$ cat config.mk
export PLATFORM = sky130hd
export DESIGN_NAME = serial_bank_switch_mapper_top
export DESIGN_NICKNAME = d
export VERILOG_FILES = /design/src/rtl/core/sbsm_pkg.sv /design/src/rtl/core/sbsm_xlate.sv /design/src/rtl/core/serial_bank_switch_mapper_top.sv
export SDC_FILE = /design/constraint.sdc
export NUM_CORES = 1
export LEC_CHECK = 0
export BUFFER_PORTS_ARGS = -buffer_cell sky130_fd_sc_hd__buf_2
export CORE_UTILIZATION = 55
export CTS_CLUSTER_DIAMETER = 100
export CTS_CLUSTER_SIZE = 16
export DETAILED_ROUTE_END_ITERATION = 8
export PLACE_DENSITY = 0.87
export SLEW_MARGIN = 20
export SYNTH_ARGS = -nofsm -noshare
export SYNTH_HDL_FRONTEND = slang
export SYNTH_SLANG_ARGS = --single-unit
$ cat constraint.sdc
create_clock -name i_clk -period 3.9 [get_ports i_clk]
set_input_delay 0 -clock i_clk [delete_from_list [all_inputs] [get_ports i_clk]]
set_output_delay 0 -clock i_clk [all_outputs]
set_load 0.005 [all_outputs]
$ cat src/rtl/core/sbsm_pkg.sv
// ----------------------------------------------------------------------------
// sbsm_pkg
// Types and constants shared by the serial bank switch mapper.
// ----------------------------------------------------------------------------
package sbsm_pkg;

    // Bank geometry
    localparam int PRG_BANK_BYTES = 16384;
    localparam int CHR_BANK_BYTES = 4096;
    localparam int PRG_OFS_W      = $clog2(PRG_BANK_BYTES);   // 14
    localparam int CHR_OFS_W      = $clog2(CHR_BANK_BYTES);   // 12

    localparam int ADDR_W   = 16;
    localparam int PADDR_W  = 18;
    localparam int DATA_W   = 8;
    localparam int SREG_W   = 5;
    localparam int PBANK_W  = 4;
    localparam int COUNT_W  = 5;

    // Register and address constants
    localparam logic [SREG_W-1:0]  SHIFT_EMPTY   = 5'h10;
    localparam logic [SREG_W-1:0]  CTRL_RESET    = 5'h0C;
    localparam logic [COUNT_W-1:0] PRG_COUNT_RST = 5'd16;
    localparam logic [COUNT_W-1:0] PRG_COUNT_MAX = 5'd16;
    localparam logic [ADDR_W-1:0]  RAM_BASE      = 16'h6000;
    localparam logic [ADDR_W-1:0]  REG_BASE      = 16'h8000;

    // Access kinds
    typedef enum logic [1:0] {
        OP_CPU_READ  = 2'd0,
        OP_CPU_WRITE = 2'd1,
        OP_PIC_READ  = 2'd2,
        OP_PIC_WRITE = 2'd3
    } t_opcode;

    // Destination memory
    typedef enum logic [1:0] {
        TGT_NONE    = 2'd0,
        TGT_PRG_ROM = 2'd1,
        TGT_PRG_RAM = 2'd2,
        TGT_PATTERN = 2'd3
    } t_target;

    // Register chosen by address bits 14..13 on the final serial write
    typedef enum logic [1:0] {
        SEL_CONTROL  = 2'd0,
        SEL_CHR_LOW  = 2'd1,
        SEL_CHR_HIGH = 2'd2,
        SEL_PRG_BANK = 2'd3
    } t_reg_sel;

    // Program banking modes, control bits 3..2
    typedef enum logic [1:0] {
        PM_32K_A   = 2'd0,
        PM_32K_B   = 2'd1,
        PM_FIX_LO  = 2'd2,
        PM_FIX_HI  = 2'd3
    } t_prg_mode;

    typedef struct packed {
        t_opcode             opcode;
        logic [ADDR_W-1:0]   bus_address;
        logic [DATA_W-1:0]   write_data;
    } t_req;

    typedef struct packed {
        t_target             target;
        logic [PADDR_W-1:0]  physical_address;
        logic                store_enable;
        logic [DATA_W-1:0]   store_data;
        logic [1:0]          mirroring;
    } t_rsp;

    // Committed mapper registers
    typedef struct packed {
        logic [SREG_W-1:0]   shift;
        logic [SREG_W-1:0]   control;
        logic [SREG_W-1:0]   chr_low;
        logic [SREG_W-1:0]   chr_high;
        logic [PBANK_W-1:0]  prg_bank;
    } t_map_state;

endpackage

$ cat src/rtl/core/sbsm_xlate.sv
// ----------------------------------------------------------------------------
// sbsm_xlate
// Translates one bus request against the current mapper registers and
// produces the response plus the register values after the request.
// ----------------------------------------------------------------------------
module sbsm_xlate
    import sbsm_pkg::*;
(
    input  t_req                i_req,
    input  t_map_state          i_state,
    input  logic [COUNT_W-1:0]  i_prg_count,
    output t_map_state          o_state,
    output t_rsp                o_rsp
);

    logic [PBANK_W-1:0]  last_bank;
    logic [PBANK_W-1:0]  rom_bank;
    logic [SREG_W-1:0]   chr_bank;
    logic [SREG_W-1:0]   shift_val;
    logic                prg_upper;
    logic                chr_upper;
    t_prg_mode           prg_mode;
    t_reg_sel            sel;

    // Last program bank, count clamped to 1..16
    always_comb begin
        if (i_prg_count == '0) begin
            last_bank = '0;
        end else if (i_prg_count > PRG_COUNT_MAX) begin
            last_bank = '1;
        end else begin
            last_bank = PBANK_W'(i_prg_count - COUNT_W'(1));
        end
    end

    // Program ROM bank select
    assign prg_upper = i_req.bus_address[PRG_OFS_W];
    assign prg_mode  = t_prg_mode'(i_state.control[3:2]);

    always_comb begin
        unique case (prg_mode)
            PM_32K_A,
            PM_32K_B:  rom_bank = {i_state.prg_bank[PBANK_W-1:1], prg_upper};
            PM_FIX_LO: rom_bank = prg_upper ? i_state.prg_bank : '0;
            PM_FIX_HI: rom_bank = prg_upper ? last_bank : i_state.prg_bank;
            default:   rom_bank = '0;
        endcase
    end

    // Pattern bank select: one 8KB bank or two 4KB banks
    assign chr_upper = i_req.bus_address[CHR_OFS_W];

    always_comb begin
        if (!i_state.control[4]) begin
            chr_bank = {i_state.chr_low[SREG_W-1:1], chr_upper};
        end else begin
            chr_bank = chr_upper ? i_state.chr_high : i_state.chr_low;
        end
    end

    // Serial load register
    assign shift_val = {i_req.write_data[0], i_state.shift[SREG_W-1:1]};
    assign sel       = t_reg_sel'(i_req.bus_address[14:13]);

    always_comb begin
        o_state = i_state;
        o_rsp   = '{target: TGT_NONE, physical_address: '0, store_enable: 1'b0,
                    store_data: '0, mirroring: 2'b00};

        unique case (i_req.opcode)
            OP_PIC_READ,
            OP_PIC_WRITE: begin
                o_rsp.target           = TGT_PATTERN;
                o_rsp.physical_address = PADDR_W'({chr_bank,
                                                   i_req.bus_address[CHR_OFS_W-1:0]});
                o_rsp.store_enable     = (i_req.opcode == OP_PIC_WRITE);
            end
            OP_CPU_READ,
            OP_CPU_WRITE: begin
                if (i_req.bus_address >= REG_BASE) begin
                    if (i_req.opcode == OP_CPU_WRITE) begin
                        if (i_req.write_data[DATA_W-1]) begin
                            // reset write: clear serial load, force fixed-last mode
                            o_state.shift   = SHIFT_EMPTY;
                            o_state.control = i_state.control | CTRL_RESET;
                        end else if (!i_state.shift[0]) begin
                            o_state.shift = shift_val;
                        end else begin
                            // fifth write commits
                            o_state.shift = SHIFT_EMPTY;
                            unique case (sel)
                                SEL_CONTROL:  o_state.control  = shift_val;
                                SEL_CHR_LOW:  o_state.chr_low  = shift_val;
                                SEL_CHR_HIGH: o_state.chr_high = shift_val;
                                SEL_PRG_BANK: o_state.prg_bank = shift_val[PBANK_W-1:0];
                                default:      o_state.shift    = SHIFT_EMPTY;
                            endcase
                        end
                    end else begin
                        o_rsp.target           = TGT_PRG_ROM;
                        o_rsp.physical_address = {rom_bank,
                                                  i_req.bus_address[PRG_OFS_W-1:0]};
                    end
                end else if (i_req.bus_address >= RAM_BASE) begin
                    // 0x6000..0x7FFF: offset is the low 13 bits
                    o_rsp.target           = TGT_PRG_RAM;
                    o_rsp.physical_address = PADDR_W'(i_req.bus_address[12:0]);
                    o_rsp.store_enable     = (i_req.opcode == OP_CPU_WRITE);
                end
            end
            default: o_rsp.target = TGT_NONE;
        endcase

        o_rsp.store_data = o_rsp.store_enable ? i_req.write_data : '0;
        o_rsp.mirroring  = o_state.control[1:0];
    end

endmodule

$ cat src/rtl/core/serial_bank_switch_mapper_top.sv
// ----------------------------------------------------------------------------
// serial_bank_switch_mapper_top
// Cartridge bank mapper with a five-bit serially loaded register file.
//
// Usage:
//   Request channel (i_in_valid / o_in_ready / i_req): one CPU or picture-bus
//   access per request. Response channel (o_out_valid / i_out_ready / o_rsp):
//   one response per request, in order, giving the target memory, the
//   physical byte address, the store strobe and data, and the mirroring mode.
//   Config channel (i_cfg_valid / o_cfg_ready / i_cfg_data): number of 16KB
//   program banks; always ready, write only while no request is in flight.
//   The response is registered after the single translate stage between the
//   request and the response register; throughput is one request per cycle
//   while o_in_ready is high.
//   Reset (synchronous, active low) restores the serial register to empty,
//   control to fixed-last mode, banks to zero and the bank count to 16.
//   When the receiver stalls, a skid register holds one more response; the
//   request side drops ready only once both are full.
// ----------------------------------------------------------------------------
module serial_bank_switch_mapper_top
    import sbsm_pkg::*;
(
    input  logic                i_clk,
    input  logic                i_rst_n,
    input  logic                i_in_valid,
    output logic                o_in_ready,
    input  t_req                i_req,
    output logic                o_out_valid,
    input  logic                i_out_ready,
    output t_rsp                o_rsp,
    input  logic                i_cfg_valid,
    output logic                o_cfg_ready,
    input  logic [COUNT_W-1:0]  i_cfg_data
);

    t_map_state          r_state;
    t_map_state          n_state;
    logic [COUNT_W-1:0]  r_prg_count;
    t_rsp                r_out;
    t_rsp                r_skid;
    logic                r_out_valid;
    logic                r_skid_valid;
    t_rsp                xl_rsp;
    logic                in_fire;
    logic                out_free;

    assign o_in_ready  = !r_skid_valid;
    assign o_cfg_ready = 1'b1;
    assign in_fire     = i_in_valid && o_in_ready;
    assign out_free    = !r_out_valid || i_out_ready;
    assign o_out_valid = r_out_valid;
    assign o_rsp       = r_out;

    // Translate stage
    sbsm_xlate u_xlate (
        .i_req       (i_req),
        .i_state     (r_state),
        .i_prg_count (r_prg_count),
        .o_state     (n_state),
        .o_rsp       (xl_rsp)
    );

    // Mapper registers and config
    always_ff @(posedge i_clk) begin
        if (!i_rst_n) begin
            r_state     <= '{shift: SHIFT_EMPTY, control: CTRL_RESET, chr_low: '0,
                             chr_high: '0, prg_bank: '0};
            r_prg_count <= PRG_COUNT_RST;
        end else begin
            if (in_fire) begin
                r_state <= n_state;
            end
            if (i_cfg_valid) begin
                r_prg_count <= i_cfg_data;
            end
        end
    end

    // Response register with skid
    always_ff @(posedge i_clk) begin
        if (!i_rst_n) begin
            r_out_valid  <= 1'b0;
            r_skid_valid <= 1'b0;
        end else if (out_free) begin
            r_out_valid  <= r_skid_valid || in_fire;
            r_skid_valid <= 1'b0;
        end else if (in_fire) begin
            r_skid_valid <= 1'b1;
        end
    end

    always_ff @(posedge i_clk) begin
        if (out_free) begin
            r_out <= r_skid_valid ? r_skid : xl_rsp;
        end else if (in_fire) begin
            r_skid <= xl_rsp;
        end
    end

    // Checks
    a_skid_behind_out: assert property (@(posedge i_clk) disable iff (!i_rst_n)
        r_skid_valid |-> r_out_valid)
        else $error("skid holds a response while output is empty");

    a_marker_present: assert property (@(posedge i_clk) disable iff (!i_rst_n)
        r_state.shift != '0)
        else $error("serial register lost its marker bit");

    a_reset_write: assert property (@(posedge i_clk) disable iff (!i_rst_n)
        (in_fire && i_req.opcode == OP_CPU_WRITE && i_req.bus_address >= REG_BASE
         && i_req.write_data[DATA_W-1])
        |=> (r_state.shift == SHIFT_EMPTY && r_state.control[3:2] == 2'b11))
        else $error("reset write did not clear serial load");

    a_no_store_none: assert property (@(posedge i_clk) disable iff (!i_rst_n)
        (r_out_valid && r_out.target == TGT_NONE) |-> !r_out.store_enable)
        else $error("store strobe with no target");

    a_mirror_tracks: assert property (@(posedge i_clk) disable iff (!i_rst_n)
        (in_fire && out_free && !r_skid_valid)
        |=> (r_out.mirroring == r_state.control[1:0]))
        else $error("mirroring does not match committed control");

endmodule
## Word-level counts from Yosys, hierarchy flattened

Index checks and enable logic that the tools add are counted.

- Register bits: 93
- Logic and storage cells: 83

- $add $sub $neg: 1
- Order comparisons: 3
- Equal/unequal tests: 9
- Muxes and demuxes: 25
- Bitwise logic cells: 3
- Reductions and logical operators: 22

Operator list:

| operator | number |
|---|---|
| 2-to-1 mux 16 bit | 3 |
| case mux 21 bit (2 select lines) | 1 |
| 2-to-1 mux 19 bit | 2 |
| 2-to-1 mux 31 bit | 1 |
| 2-to-1 mux 5 bit | 6 |
| AND reduction 7 bit | 4 |
| 2-to-1 mux 21 bit | 1 |
| 2-to-1 mux 20 bit | 1 |
| 2-to-1 mux 4 bit | 5 |
| greater-or-equal comparator 16 x 15 -> 1 bit, second input constant | 1 |
| greater-or-equal comparator 16 bit, second input constant | 1 |
| 2-to-1 mux 14 bit | 1 |
| == test 2 bit, second input constant | 6 |
| case mux 4 bit (3 select lines) | 1 |
| 2-to-1 mux 10 bit | 1 |
| 2-to-1 mux 8 bit | 1 |
| OR reduction 2 bit | 4 |
| == test 2 x 1 -> 1 bit, second input constant | 3 |
| logical NOT 2 bit | 3 |
| AND reduction 6 bit | 1 |
| greater-than comparator 5 bit, second input constant | 1 |
| logical NOT 5 bit | 1 |
| AND reduction 4 bit | 1 |
| nonzero test 2 bit | 2 |
| 7 further kinds | 11 |

## Longest topological paths before layout

- Depth after elaboration: 10
- Mapped depth: 6
- Gate-level depth less buffers: 6

## By module

Synthesis repeated with hierarchy kept, for this count alone.

- Cells, all modules: 366
- Area total of the unflattened synthesis: 4,414.2 um^2

Modules (own cells, without submodules):

| module | times used | cells each | area each (um^2) | seq. area each (um^2) |
|---|---|---|---|---|
| serial_bank_switch_mapper_top | 1 | 229 | 3,499.6 | 2,482.4 |
| sbsm_xlate | 1 | 137 | 914.6 | 0.0 |

## Least setup slack after synthesis

OpenSTA, ideal clock, no wires.

- Path kind: reg2reg
- From: register r_out_valid (netlist: o_out_valid)
- To: register r_skid[0] in the netlist's numbering, enable pin
- Arrival time: 2,504 ps
- Data required time: 3,481 ps
- Slack: 977 ps
- Stages on the path, launching flop included: 3
- Path buffers: 0
- Clock period less this slack: 2,923 ps
- Cells stage by stage: dfxtp_1 nand2b_1 nor2_1

- Longest elaborated chain between the ends: 4

Ends and longest elaborated chain:

| element | line | text |
|---|---|---|
| start, declared | serial_bank_switch_mapper_top.sv:41 | `logic r_out_valid;` |
| start signal, assigned | serial_bank_switch_mapper_top.sv:85 | `r_out_valid <= r_skid_valid \|\| in_fire;` |
| logical NOT 1 bit | serial_bank_switch_mapper_top.sv:50 | `assign out_free = !r_out_valid \|\| i_out_ready;` |
| logical OR 1 bit | serial_bank_switch_mapper_top.sv:50 |  |
| via out_free | serial_bank_switch_mapper_top.sv:45 | `logic out_free;` |
| NOT 1 bit (no line) | n/a |  |
| AND reduction 2 bit (no line) | n/a |  |
| end signal, assigned | serial_bank_switch_mapper_top.sv:96 | `r_skid <= xl_rsp;` |
| end, declared | serial_bank_switch_mapper_top.sv:40 | `t_rsp r_skid;` |

The timed path passes the listed nets, and every way through them passes these cells.
A chain may end at the register's enable or synchronous reset.

## Final worst setup path

- From: register r_prg_count[0]
- To: register r_out (netlist bit o_rsp[26]), data pin

- Longest elaborated chain between the ends: 9
- Elaborated cells between the ends (all ways): 11
- Those cells by class: 1 x add/sub; 1 x order compare; 8 x mux; 1 x reduce/logical

Ends and longest elaborated chain:

| element | line | text |
|---|---|---|
| start, declared | serial_bank_switch_mapper_top.sv:38 | `logic [COUNT_W-1:0] r_prg_count;` |
| start signal, assigned | serial_bank_switch_mapper_top.sv:74 | `r_prg_count <= i_cfg_data;` |
| subtractor 4 x 1 -> 4 bit / greater-than comparator 5 bit (equally long branches) | sbsm_xlate.sv:32, sbsm_xlate.sv:29 |  |
| 2-to-1 mux 4 bit | sbsm_xlate.sv:29 | `end else if (i_prg_count > PRG_COUNT_MAX) begin` |
| 2-to-1 mux 4 bit (*) | sbsm_xlate.sv:27 | `if (i_prg_count == '0) begin` |
| 2-to-1 mux 4 bit (*) | sbsm_xlate.sv:45 | `PM_FIX_HI: rom_bank = prg_upper ? last_bank : i_state.prg_bank;` |
| case mux 4 bit (3 select lines) (*) | sbsm_xlate.sv:41 | `unique case (prg_mode)` |
| 2-to-1 mux 19 bit (*) | sbsm_xlate.sv:81 | `if (i_req.opcode == OP_CPU_WRITE) begin` |
| 2-to-1 mux 20 bit (*) | sbsm_xlate.sv:80 | `if (i_req.bus_address >= REG_BASE) begin` |
| case mux 21 bit (2 select lines) (*) | sbsm_xlate.sv:70 | `unique case (i_req.opcode)` |
| 2-to-1 mux 31 bit (*) | serial_bank_switch_mapper_top.sv:94 | `r_out <= r_skid_valid ? r_skid : xl_rsp;` |
| end signal, assigned | serial_bank_switch_mapper_top.sv:94 |  |
| end, declared | serial_bank_switch_mapper_top.sv:39 | `t_rsp r_out;` |

Mark *: on every way between the ends. The rest lies on a longest branch, timed or not.

==> results.cfg <==
[routing]
drtIter0Drc = 200
route.detailed.drc = 0
wl_per_cell_um = 16.0
vias_per_cell = 5.38
num_vias = 2722
ant_nets = 0
routed_wl_um = 8080
drt_first_pass_iters = 5

[cts]
cts_tree = yes
cts_setup_buffers = 0
cts.sinks = 93
clockBufferDepth = 2
cts_made_buffers = 9
h-tree-depth = 3
clk_pin_slew_ns = 0.10
ctsResizeCount = 0
clk_latency_ns = 0.36
cts-root-buf = clkbuf_8

[sta]
skew_ns = 0.0136
finalHoldViolations = 0
max_slew_margin_pct = 53.4
period_share_pct = 54.2
period_needed_ns = 2.11
setup_viol = 0
worst_pin_slew_ns = 0.697
fin_tns_setup_ns = 0
fmax_ghz = 0.473
rsz0062_at_grt = no
drv_slew = 0

[placed_design]
gp_congestion = 0.845
io_buffers = 68
dpl_cell_area_um2 = 4380
dp_hpwl_um = 5380
place_inst = 467

[setup_path]
crit_path_start = r_prg_count[0]$_SDFFE_PN0P_
crit_arrival_ns = 2.19
critPathCaptureType = flip-flop
path_max_fanout = 5
ff2ff_path_depth = 6
reg2reg_slack_ns = 1.79
worstPathRequired_ns = 3.97
timing.rr.end = o_rsp[26]$_DFFE_PP_
endpoint = o_rsp[26]$_DFFE_PP_
critPathKind = reg -> reg
crit_path_start_kind = flip-flop
r2r_start = r_prg_count[0]$_SDFFE_PN0P_

[logic_synthesis]
yosys_warnings = 0
synth_ff_type = edfxtp_1
synth-seq-area-share_pct = 62.4
synth.avg_cell_area_um2 = 12.6
syn_nets = 354
synthArstFlopShare_pct = 0
netlist_area_um2 = 3980
synthCells = 317
ys_top_cells_by_area = edfxtp_1 47%, dfxtp_1 16%, mux2_2 8.8%
synth-edff-count = 62
synth_top_area_share_pct = 46.8
synth_seq_cells = 93
ys_types = 46
yosysTopAreaCell = edfxtp_1

[layout]
final_common_cell = buf_2
layout.cells.non_filler = 506
layout-area-overhead-vs-synth_pct = 22.1
n_antenna_cell = 0
final_cell_mix = 68 x buf_2, 62 x edfxtp_1, 39 x nand2_1, 31 x mux2_2, 31 x dfxtp_1
design_area_um2 = 4860
fillers = 471
nets = 442
drive_gt1_share_pct = 30.5

[floorplan]
start_util_pct = 57.6
die_w_um = 87.1
rows = 30
io-pin-count = 70
coreArea_um2 = 6910
die-area_um2 = 7580
die_y_um = 87.1

[grt]
grt_use_total_pct = 23.0
grt_pass1_vias = 2750
grt_pass1_wl_um = 13000
grt_max_degree = 37
overflow = 0
antenna_found_initial = 0

[worst_hold_path]
hold_path_class = in -> reg

[status]
status = finished clean

[power]
power_density_nw_per_um2 = 423
vdd_drop_max_mv = 0.196
p_leak_nw = 1.93

[run]
cap_violations = 0
==> critical path, cell delays in order (launching register included) <==
cell	delay (ns)
dfxtp_1	0.35
inv_1	0.10
ha_1	0.22
or3b_2	0.49
maj3_1	0.36
o211ai_1	0.20
a31oi_1	0.11
==> final cells by class <==
cell class	count	area, µm²	share of cell area, %
well taps	96	120	2.47
clock inverters	6	119	2.45
inverters	11	41.3	0.850
repair buffers	93	586	12.0
multi-input cells	197	1380	28.5
clock buffers	10	128	2.63
flip-flops and latches	93	2480	51.1
==> worst min-delay path by stage <==
stage / slack, ns / end / from / cells past startpoint
2_1_floorplan: 0.13 / r_prg_count[4]$_SDFFE_PN1P_ / i_cfg_data[4] / 2
3_3_place_gp: 0.22 / r_prg_count[4]$_SDFFE_PN1P_ / i_cfg_data[4] / 3
3_5_place_dp: 0.25 / r_prg_count[4]$_SDFFE_PN1P_ / i_cfg_data[4] / 3
4_1_cts: 0.03 / r_state[23]$_SDFFE_PN1P_ / i_req[7] / 3
5_1_grt: 0.03 / r_skid[19]$_DFFE_PP_ / i_req[16] / 2
6_report: 0.04 / r_skid[19]$_DFFE_PP_ / i_req[16] / 2
==> Yosys cell counts, types with 5 or more instances <==
master and n:
edfxtp_1 62, and2_1 8, a21boi_0 5, mux2i_1 20, inv_1 10, nand3_1 7
nor2b_1 17, mux2_2 31, nor2_1 9, clkbuf_1 9, dfxtp_1 31, nand2_1 39
a31oi_1 6, o21ai_0 9
==> per-layer routing <==
metal  vias up  global-route usage, %  routed length (µm)
met5         -                      0                   0
met4         0                   7.88                 105
met3         8                   4.64                 371
met2        92                   39.9                4050
met1      1307                   28.6                3560
li1       1315                      -                   -
==> where the power goes <==
part	switching (mW)	total (mW)	internal, mW
Clock	0.341	0.775	0.434
Combinational	0.0871	0.173	0.0864
Sequential	0.0141	1.11	1.09
==> per-stage QoR <==
step / setup slack (ns) / util [%] / hold WS (ns) / power, mW
after floorplan: 0.977 / - / 0.130 / 1.21
after global placement: 1.89 / 63.5 / 0.215 / 1.28
after detailed placement: 1.81 / 63.5 / 0.252 / 1.29
after CTS: 1.79 / 70.4 / 0.0262 / 2.07
after global routing: 1.70 / 70.4 / 0.0297 / 2.13
final: 1.79 / 70.4 / 0.0374 / 2.06
==> state kept, by name, indices dropped and copies added, names as in the netlist <==
register	cells
o_out_valid	1
o_rsp	31
r_prg_count	5
r_skid	31
r_skid_valid	1
r_state	24
==> cell families after synthesis <==
kind of cell               Yosys count  synth area share [%]
DFF                                 93                  62.4
muxes                               51                  13.8
xor gates and xnor gates             1                 0.220
other                                1                0.0942
buffers and inverters               27                  2.92
and+or+nand+nor                    106                  14.3
AOI/OAI and AO/OA                   35                  5.50
adders and majority gates            3                 0.817
==> what timing repair did <==
item | in CTS | in global routing
setup endpoints to repair | 0 | 0
endpoints found under the hold margin | 24 | 0
hold buffers | 23 | 0
(Power assumes the default switching activity.)
